===== src/rtl/mssd_pkg.sv =====
package mssd_pkg;

  // Number of display positions held in the digit store.
  localparam int NUM_DIGITS = 4;

  typedef logic [3:0] digit_t;
  typedef digit_t [NUM_DIGITS-1:0] digit_vec_t;

  typedef enum logic {
    CMD_LOAD = 1'b0,
    CMD_SHOW = 1'b1
  } cmd_t;

  localparam logic [7:0] SEG_POINT = 8'h80;
  localparam logic [7:0] SEG_MINUS = 8'h40;

  // Reciprocals for exact division of a 16-bit magnitude (at most 32768) by powers of ten.
  localparam logic [15:0] RECIP_10    = 16'd52429;  // shift 19
  localparam logic [12:0] RECIP_100   = 13'd5243;   // shift 19
  localparam logic [16:0] RECIP_1000  = 17'd67109;  // shift 26
  localparam logic [13:0] RECIP_10000 = 14'd13422;  // shift 27

  localparam logic [1:0] POINT_RESET = 2'd2;

  // Segment pattern of one decimal digit, bit 0 is segment a.
  function automatic logic [7:0] seg_of_digit(digit_t d);
    logic [7:0] seg;
    unique case (d)
      4'd0:    seg = 8'h3F;
      4'd1:    seg = 8'h06;
      4'd2:    seg = 8'h5B;
      4'd3:    seg = 8'h4F;
      4'd4:    seg = 8'h66;
      4'd5:    seg = 8'h6D;
      4'd6:    seg = 8'h7D;
      4'd7:    seg = 8'h07;
      4'd8:    seg = 8'h7F;
      4'd9:    seg = 8'h6F;
      default: seg = 8'h00;
    endcase
    return seg;
  endfunction

endpackage


===== src/rtl/multiplexed_seven_segment_driver_unit.sv =====
// Four-digit multiplexed seven-segment driver. Each input word is either a
// load (command 0), which converts the signed value to the four lowest
// decimal digits of its magnitude and stores them together with the
// negative flag, or a show (command 1), which returns one result word: the
// segment pattern of the named position (a minus sign at position 0 when
// the stored flag is set, plus the decimal point at the configured
// position) and an active-low enable that selects only that position.
// Loads return nothing. The block sustains one word per clock while no
// show waits on a held result. A word is captured in the input register
// when accepted; a show passes a segment lookup on the digit store into
// the result register, a load the reciprocal multipliers into the digit
// store. A show right after a load sees the new digits. The decimal point
// position resets to 2; the user must write it through cfg_wr_en /
// cfg_wr_data only while the block is idle, which is not enforced. The
// digit store resets to zeros, so a show before any load displays zeros.
module multiplexed_seven_segment_driver_unit (
  input  logic       clk,
  input  logic       rst_n,

  input  logic       in_valid,
  output logic       in_stall,
  input  logic       in_command,
  input  logic [15:0] in_value,
  input  logic       in_negative,
  input  logic [1:0] in_digit_index,

  output logic       out_valid,
  input  logic       out_stall,
  output logic [7:0] out_segments,
  output logic [3:0] out_digit_enable,

  input  logic       cfg_wr_en,
  input  logic [1:0] cfg_wr_data
);
  import mssd_pkg::*;

  // Input register: holds the word being worked on.
  logic        s1_valid_r, s1_valid_nxt;
  logic        s1_command_r;
  logic [15:0] s1_value_r;
  logic        s1_negative_r;
  logic [1:0]  s1_index_r;

  // Display state and configuration.
  digit_vec_t  store_r;
  logic        negative_stored_r;
  logic [1:0]  point_digit_r;

  // Result register.
  logic        out_valid_r, out_valid_nxt;
  logic [7:0]  out_segments_r;
  logic [3:0]  out_digit_enable_r;

  digit_vec_t  conv_digits;
  logic        s1_load;
  logic        s1_show;
  logic        out_load;
  logic        in_take;
  logic [7:0]  seg_nxt;
  logic [3:0]  enable_nxt;

  mssd_bcd u_bcd (
    .value  (s1_value_r),
    .digits (conv_digits)
  );

  // A load never needs the result register, so it always retires. A show
  // waits only while a previous result is still held by the consumer.
  assign s1_load  = s1_valid_r && (s1_command_r == CMD_LOAD);
  assign s1_show  = s1_valid_r && (s1_command_r == CMD_SHOW);
  assign out_load = s1_show && !(out_valid_r && out_stall);
  assign in_stall = s1_show && out_valid_r && out_stall;
  assign in_take  = in_valid && !in_stall;

  always_comb begin
    s1_valid_nxt = s1_valid_r;
    if (!in_stall) begin
      s1_valid_nxt = in_valid;
    end
  end

  always_comb begin
    out_valid_nxt = out_valid_r;
    if (out_load) begin
      out_valid_nxt = 1'b1;
    end else if (!out_stall) begin
      out_valid_nxt = 1'b0;
    end
  end

  // Segment decode for the position named by the show word.
  always_comb begin
    if ((s1_index_r == 2'd0) && negative_stored_r) begin
      seg_nxt = SEG_MINUS;
    end else begin
      seg_nxt = seg_of_digit(store_r[s1_index_r]);
    end
    if (s1_index_r == point_digit_r) begin
      seg_nxt = seg_nxt | SEG_POINT;
    end
    enable_nxt = ~(4'b0001 << s1_index_r);
  end

  always_ff @(posedge clk) begin
    if (!rst_n) begin
      s1_valid_r        <= 1'b0;
      out_valid_r       <= 1'b0;
      store_r           <= '0;
      negative_stored_r <= 1'b0;
      point_digit_r     <= POINT_RESET;
    end else begin
      s1_valid_r  <= s1_valid_nxt;
      out_valid_r <= out_valid_nxt;
      if (s1_load) begin
        store_r           <= conv_digits;
        negative_stored_r <= s1_negative_r;
      end
      if (cfg_wr_en) begin
        point_digit_r <= cfg_wr_data;
      end
    end
  end

  always_ff @(posedge clk) begin
    if (in_take) begin
      s1_command_r  <= in_command;
      s1_value_r    <= in_value;
      s1_negative_r <= in_negative;
      s1_index_r    <= in_digit_index;
    end
    if (out_load) begin
      out_segments_r     <= seg_nxt;
      out_digit_enable_r <= enable_nxt;
    end
  end

  assign out_valid        = out_valid_r;
  assign out_segments     = out_segments_r;
  assign out_digit_enable = out_digit_enable_r;

  // A new result only ever comes from a show word in the input register.
  a_result_from_show : assert property (@(posedge clk) disable iff (!rst_n)
    $rose(out_valid_r) |-> $past(s1_show))
    else $error("result produced without a show word");

  // Every result selects exactly one digit.
  a_one_digit_enabled : assert property (@(posedge clk) disable iff (!rst_n)
    out_valid_r |-> ($countones(out_digit_enable_r) == NUM_DIGITS - 1))
    else $error("digit enable does not select exactly one digit");

  // A load leaves its flag in the display state.
  a_load_updates_flag : assert property (@(posedge clk) disable iff (!rst_n)
    s1_load |=> (negative_stored_r == $past(s1_negative_r)))
    else $error("negative flag not stored by load");

endmodule


===== src/rtl/mssd_bcd.sv =====
module mssd_bcd (
  input  logic [15:0]          value,
  output mssd_pkg::digit_vec_t digits
);
  import mssd_pkg::*;

  logic [15:0] mag;
  logic [31:0] p1;
  logic [28:0] p2;
  logic [32:0] p3;
  logic [29:0] p4;
  logic [12:0] q1;
  logic [8:0]  q2;
  logic [5:0]  q3;
  logic [1:0]  q4;

  // Two's complement magnitude; the most negative value maps to 0x8000.
  assign mag = value[15] ? (~value + 16'd1) : value;

  // The four quotients are independent, so each is one constant multiply.
  assign p1 = 32'(mag) * 32'(RECIP_10);
  assign p2 = 29'(mag) * 29'(RECIP_100);
  assign p3 = 33'(mag) * 33'(RECIP_1000);
  assign p4 = 30'(mag) * 30'(RECIP_10000);

  assign q1 = 13'(p1 >> 19);
  assign q2 = 9'(p2 >> 19);
  assign q3 = 6'(p3 >> 26);
  assign q4 = 2'(p4 >> 27);

  // Position 0 is the thousands digit, the last position the ones digit.
  assign digits[3] = 4'(mag - (16'(q1) * 16'd10));
  assign digits[2] = 4'(q1 - (13'(q2) * 13'd10));
  assign digits[1] = 4'(q2 - (9'(q3) * 9'd10));
  assign digits[0] = 4'(q3 - (6'(q4) * 6'd10));

endmodule

===== config.mk =====
export PLATFORM = sky130hd
export DESIGN_NAME = multiplexed_seven_segment_driver_unit
export DESIGN_NICKNAME = d
export VERILOG_FILES = /design/src/rtl/mssd_pkg.sv /design/src/rtl/multiplexed_seven_segment_driver_unit.sv /design/src/rtl/mssd_bcd.sv
export SDC_FILE = /design/constraint.sdc
export NUM_CORES = 1
export LEC_CHECK = 0
export ABC_AREA = 1
export BUFFER_PORTS_ARGS = -buffer_cell sky130_fd_sc_hd__clkbuf_2
export CELL_PAD_IN_SITES_DETAIL_PLACEMENT = 0
export CELL_PAD_IN_SITES_GLOBAL_PLACEMENT = 1
export CORE_ASPECT_RATIO = 1.5
export CORE_MARGIN = 3
export CORE_UTILIZATION = 55
export DETAILED_ROUTE_END_ITERATION = 12
export GPL_TIMING_DRIVEN = 0
export PLACE_DENSITY_LB_ADDON = 0.3
export SLEW_MARGIN = 40
export SYNTH_ARGS = -nofsm -noshare
export SYNTH_HDL_FRONTEND = slang
export SYNTH_SLANG_ARGS = --single-unit

===== constraint.sdc =====
create_clock -name clk -period 14.51 [get_ports clk]
set_input_delay 2.1765 -clock clk [delete_from_list [all_inputs] [get_ports clk]]
set_output_delay 2.1765 -clock clk [all_outputs]
set_load 0.005 [all_outputs]

Yosys cells after proc, flatten, opt, wreduce, memory -nomap -nowiden
Memories as Yosys holds them, arrays and structs flattened.
Cells that the tools add are included.
{ "totals": {"register_bits": 53, "mem_bits_ro": 112, "inputBits": 27, "output_inout_bits": 14, "mem_count": 1} }
{ "memory_table": {"columns": ["name", "words", "word_bits", "read_ports", "rd_clocked_by_memory_dff", "wr", "line_no", "rtl"], "rows": [
  ["(no name shown)", 16, 7, 1, 0, 0, "mssd_pkg.sv:28", "unique case (d)"]
]} }
{ "op_classes": {"addsub": 5, "multipliers": 8, "n_lt_le_gt_ge": 1, "n_eq_ne": 2, "shift": 1, "muxes": 6, "bitwise": 3, "n_reduce_logical": 11} }
{ "op_table": {"columns": ["cell", "n"], "rows": [
  ["16-bit by 13-bit multiplier with 28-bit output, second input constant", 2],
  ["16-bit by 16-bit multiplier with 32-bit output, second input constant", 1],
  ["16-bit by 17-bit multiplier with 32-bit output, second input constant", 1],
  ["16-bit by 1-bit adder with 16-bit output, second input constant", 1],
  ["16-bit 2-to-1 mux", 1],
  ["16-bit NOT", 1],
  ["4-bit subtractor", 4],
  ["13-bit by 3-bit multiplier with 3-bit output, second input constant", 1],
  ["9-bit by 3-bit multiplier with 3-bit output, second input constant", 1],
  ["4-bit binary-select mux with 2-bit select", 1],
  ["1-bit logical AND", 8],
  ["8-bit 2-to-1 mux", 1],
  ["6-bit by 3-bit multiplier with 3-bit output, second input constant", 1],
  ["4-bit 2-to-1 mux", 1],
  ["4-bit NOT", 1],
  ["1-bit by 2-bit left shift with 4-bit output, first input constant", 1],
  ["2-bit by 3-bit < comparator with 1-bit output, second input constant", 1],
  ["2-bit by 3-bit multiplier with 3-bit output, second input constant", 1],
  ["2-bit == test", 1],
  ["1-bit logical NOT", 2],
  ["2-bit logical NOT", 1],
  ["1-bit 2-to-1 mux", 2],
  ["2-bit by 1-bit != test with 1-bit output, second input constant", 1],
  ["1-bit NOT", 1]
]} }

Depth between registers and ports, before layout
{ "depth": {"depth_word": 6, "mapped_depth": 40, "mapped_depth_nobuf": 40} }

By module
A second synthesis with hierarchy kept.
{ "hier_totals": {"hier_cells": 1971, "area_unflattened_um2": 16633.5} }
{ "modules_own_cells": {"columns": ["mod", "n_inst", "cells_each", "area_each_um2"], "rows": [
  ["mssd_bcd", 1, 1755, 14370.0],
  ["multiplexed_seven_segment_driver_unit", 1, 216, 2263.4]
]} }

Worst setup path after synthesis
OpenSTA, ideal clock, no wires.
{ "synth_path": {"path_kind": "register to register", "start": "register s1_value_r[0]", "end": "register store_r[11] (netlist name)", "setup_ns": 0.109, "arrival_ns": 7.734, "required_time_ns": 14.401, "path_slack_ns": 6.667, "path_stages_with_launch": 35, "path_buffers": 0, "synth_period_minus_slack_ns": 7.843, "path_cell_list": "edfxtp_1 inv_1 ha_1 inv_1 nor3_1 nand4_1 nand2_1 xor2_1 ha_1 inv_1 fa_1 fa_1 fa_1 inv_1 fa_1 fa_1 ha_1 nand2_1 nand2_1 o21bai_1 a21oi_1 nand2_1 nand2_1 nand2_1 xor2_1 ha_1 fa_1 inv_1 nand3_1 nand2_1 nand2_1 nand3_1 nand3_1 nand2_1 inv_1"} }
{ "synth_via": {"elab_chain_cells": 6, "elab_cells_between_ends": 7} }
{ "synth_rtl": {"columns": ["element", "line_no", "rtl"], "rows": [
  ["start, declared", "multiplexed_seven_segment_driver_unit.sv:40", "logic [15:0] s1_value_r;"],
  ["start signal, assigned", "multiplexed_seven_segment_driver_unit.sv:127", "s1_value_r <= in_value;"],
  ["16-bit NOT", "mssd_bcd.sv:18", "assign mag = value[15] ? (~value + 16'd1) : value;"],
  ["16-bit by 1-bit adder with 16-bit output", "mssd_bcd.sv:18", null],
  ["16-bit 2-to-1 mux (*)", "mssd_bcd.sv:18", null],
  ["16-bit by 13-bit multiplier with 28-bit output", "mssd_bcd.sv:22", "assign p2 = 29'(mag) * 29'(RECIP_100);"],
  ["9-bit by 3-bit multiplier with 3-bit output", "mssd_bcd.sv:33", "assign digits[2] = 4'(q1 - (13'(q2) * 13'd10));"],
  ["4-bit subtractor (*)", "mssd_bcd.sv:33", null],
  ["end signal, assigned", "multiplexed_seven_segment_driver_unit.sv:115", "store_r <= conv_digits;"],
  ["end, declared", "multiplexed_seven_segment_driver_unit.sv:45", "digit_vec_t store_r;"]
]} }
Mark *: on every way between the ends. The rest lies on a longest branch, timed or not.
A chain may end at the register's enable or synchronous reset.

Worst setup path after layout
{ "layout_path": {"start": "register s1_value_r[0]", "end": "register store_r[3] (netlist name)"} }
{ "layout_via": {"elab_chain_cells": 6, "elab_cells_between_ends": 7} }
{ "layout_rtl": {"columns": ["element", "line_no", "rtl"], "rows": [
  ["16-bit NOT", "mssd_bcd.sv:18", null],
  ["16-bit by 1-bit adder with 16-bit output", "mssd_bcd.sv:18", null],
  ["16-bit 2-to-1 mux (*)", "mssd_bcd.sv:18", null],
  ["16-bit by 13-bit multiplier with 28-bit output", "mssd_bcd.sv:24", "assign p4 = 30'(mag) * 30'(RECIP_10000);"],
  ["2-bit by 3-bit multiplier with 3-bit output", "mssd_bcd.sv:35", "assign digits[0] = 4'(q3 - (6'(q4) * 6'd10));"],
  ["4-bit subtractor (*)", "mssd_bcd.sv:35", null]
]} }
Marks and branches as above.

==> impl_metrics.env <==
export IMPL_status="complete, no violations"
export IMPL_drt_iter0_drc=509
export IMPL_required_ns=14.69
export IMPL_cts_tree="done"
export IMPL_cp_slowest_cell="fa_1"
export IMPL_grt_max_degree=21
export IMPL_tightestPinTransition_ns=0.880
export IMPL_drive_gt1_share_pct=4.65
export IMPL_cp_arrival_ns=9.16
export IMPL_fmax_ghz=0.111
export IMPL_drtPass1Iterations=8
export IMPL_r2r_cells=36
export IMPL_hold_buffers=0
export IMPL_antenna_found_initial=0
export IMPL_post_route_period_util_pct=61.9
export IMPL_min_path_cells=2
export IMPL_initial_core_util_pct=56.1
export IMPL_setup_tns_ns=0
export IMPL_via_count=12100
export IMPL_numCtsBuffers=5
export IMPL_drv_cap=0
export IMPL_endpoint_kind="register"
export IMPL_avgViaCountPerCell=5.16
export IMPL_synth_top_area_share_pct=31.5
export IMPL_insertion_delay_ns=0.29
export IMPL_ys_types=38
export IMPL_min_delay_start="point_digit_r[1]$_SDFFE_PN1P_"
export IMPL_crit_type="register to register"
export IMPL_nets=2585
export IMPL_maxSlewViolCount=0
export IMPL_portBuffers=40
export IMPL_syn2layout_area_growth_pct=8.01
export IMPL_critical_path_top_delay_family="adder cells"
export IMPL_cts_max_level=2
export IMPL_routabilityCongestion=0.952
export IMPL_placed_area_sq_um=17300
export IMPL_setup_violations=0
export IMPL_final_cell_area_sq_um=17400
export IMPL_path_common_cell="inv_1"
export IMPL_final_hold_violation_count=0
export IMPL_root_buffer="clkbuf_16"
export IMPL_skew_ns=0.0123
export IMPL_ctsResizeCount=0
export IMPL_ys_seq_area_share_pct=8.55
export IMPL_crit_path_start_kind="register"
export IMPL_grt_pass1_wl_um=66500
export IMPL_synth_edf_count=32
export IMPL_die_w_um=146
export IMPL_wl_per_cell_um=17.5
export IMPL_syn_area_per_cell_sq_um=8.51
export IMPL_path_max_fanout=11
export IMPL_synth_largest_area_cell="fa_1"
export IMPL_groute_usage_overall_pct=27.0
export IMPL_antenna_cells=0
export IMPL_ys_ff_latch=53
export IMPL_syn_num_nets=2525
export IMPL_totalWireLength_um=41100
export IMPL_clockBufferDepth=2
export IMPL_ys_top_cells_by_area="fa_1 31%, ha_1 27%, inv_1 14%"
export IMPL_critPathMaxStageDelay_ns=0.64
export IMPL_synth_cells=1898
export IMPL_clk_pin_slew_ns=0.07
export IMPL_crit_buf_inv=9
export IMPL_die_y_um=216
export IMPL_ys_async_sr_fraction_pct=0
export IMPL_rrSetupSlack_ns=5.53
export IMPL_hold_path_class="register to register"
export IMPL_critPathLaunch="s1_value_r[0]$_DFFE_PP_"
export IMPL_row_count=76
export IMPL_yosys_warnings=0
export IMPL_ys_flop_type="edfxtp_1"
export IMPL_dieArea_sq_um=31500
export IMPL_num_io_pins=41
export IMPL_synth_area_sq_um=16200
export IMPL_core_sq_um=28800
export IMPL_r2r_end="store_r[3]$_SDFFE_PN0P_"
export IMPL_period_needed_ns=8.98
export IMPL_rsz0062_at_grt="false"
export IMPL_drc=0
export IMPL_holdPathEnd="point_digit_r[1]$_SDFFE_PN1P_"
export IMPL_grt_pass1_vias=12900
export IMPL_r2r_start="s1_value_r[0]$_DFFE_PP_"
export IMPL_clock_sinks=53
export IMPL_cts_setup_buffers=0
export IMPL_post_dp_hpwl_um=36900
export IMPL_slew_headroom_pct=41.2
export IMPL_antenna_left=0
export IMPL_grt_ovfl_total=0
==> worst min-delay path, delay by kind of cell (launching register included) <==
family / cells / cell delay (ns)
flip-flops: 1 / 0.32
AND/OR/NAND/NOR: 2 / 0.12
==> cell families after synthesis <==
kind of cell | Yosys count | synth area share, %
buf+inv | 600 | 13.9
fa+ha+maj | 600 | 58.3
simple gates | 455 | 11.8
compound gates | 151 | 5.31
flops | 53 | 8.55
xor+xnor | 39 | 2.11
==> worst max-delay path by stage <==
stage | to | slack (ns) | cells past startpoint
6_report | store_r[3]$_SDFFE_PN0P_ | 5.53 | 36
5_1_grt | store_r[3]$_SDFFE_PN0P_ | 4.89 | 36
4_1_cts | store_r[3]$_SDFFE_PN0P_ | 5.48 | 36
3_5_place_dp | store_r[3]$_SDFFE_PN0P_ | 5.52 | 36
3_3_place_gp | store_r[3]$_SDFFE_PN0P_ | 4.21 | 33
2_1_floorplan | store_r[11]$_SDFFE_PN0P_ | 6.67 | 34
==> synthesized netlist by cell type (all sizes together), types with 5 or more instances <==
cell,number
ha,346
nor2,88
nand3b,5
a21oi,81
a21o,6
nor3,13
dfxtp,21
nand2,263
fa,254
inv,596
edfxtp,32
xnor2,11
o21bai,6
xor2,28
o21ai,41
nand3,55
nand4,23
==> layout make-up <==
class | count | area, sq um
clock buffer | 5 | 125
clock inverter | 3 | 43.8
timing repair buffer | 53 | 403
multi-input combinational | 1245 | 12800
inverter | 596 | 2240
fill | 2617 | 11400
buffer | 4 | 15.0
tap | 390 | 488
sequential | 53 | 1380
==> layout by cell type (no fill, tap or decap), types with 6 or more instances in the layout <==
| master | count |
|---|---|
| fa_1 | 254 |
| edfxtp_1 | 32 |
| clkbuf_2 | 41 |
| o21bai_1 | 6 |
| buf_8 | 8 |
| xor2_1 | 16 |
| inv_1 | 594 |
| o21ai_0 | 39 |
| nor2_1 | 85 |
| ha_1 | 346 |
| a21o_1 | 6 |
| xnor2_1 | 11 |
| nand2_1 | 260 |
| a21oi_1 | 78 |
| xor2_4 | 10 |
| nand4_1 | 23 |
| nand3_1 | 55 |
| nor3_1 | 12 |
| dfxtp_1 | 21 |
==> flip-flops by register name, summed over array words and instances (netlist names) <==
| name | count |
|---|---|
| s1_negative_r | 1 |
| store_r | 16 |
| out_valid | 1 |
| s1_value_r | 16 |
| s1_index_r | 2 |
| s1_valid_r | 1 |
| negative_stored_r | 1 |
| point_digit_r | 2 |
| out_digit_enable | 4 |
| s1_command_r | 1 |
| out_segments | 8 |
==> layer usage <==
metal | GRT usage [%] | part of all wire, % | vias to the layer above
li1 | - | - | 5899
met1 | 30.5 | 37 | 5836
met2 | 50.3 | 53 | 267
met3 | 2.56 | 3.8 | 119
met4 | 14.0 | 6.6 | 0
met5 | 0 | 0 | -
==> stage by stage <==
stage          utilization, %  hold WS, ns  instances  setup WS [ns]
3_3_place_gp             58.4        0.478       2328           4.21
3_5_place_dp             59.9        0.481       2340           5.52
5_1_grt                  60.5        0.507       2349           4.89
4_1_cts                  60.5        0.497       2348           5.48
6_report                 60.5        0.488       2349           5.53
2_1_floorplan               -        0.447       1898           6.67
Power is left out: the tool's default activity adds up to more than one toggle a clock period on the data nets, which glitch-free logic cannot reach.
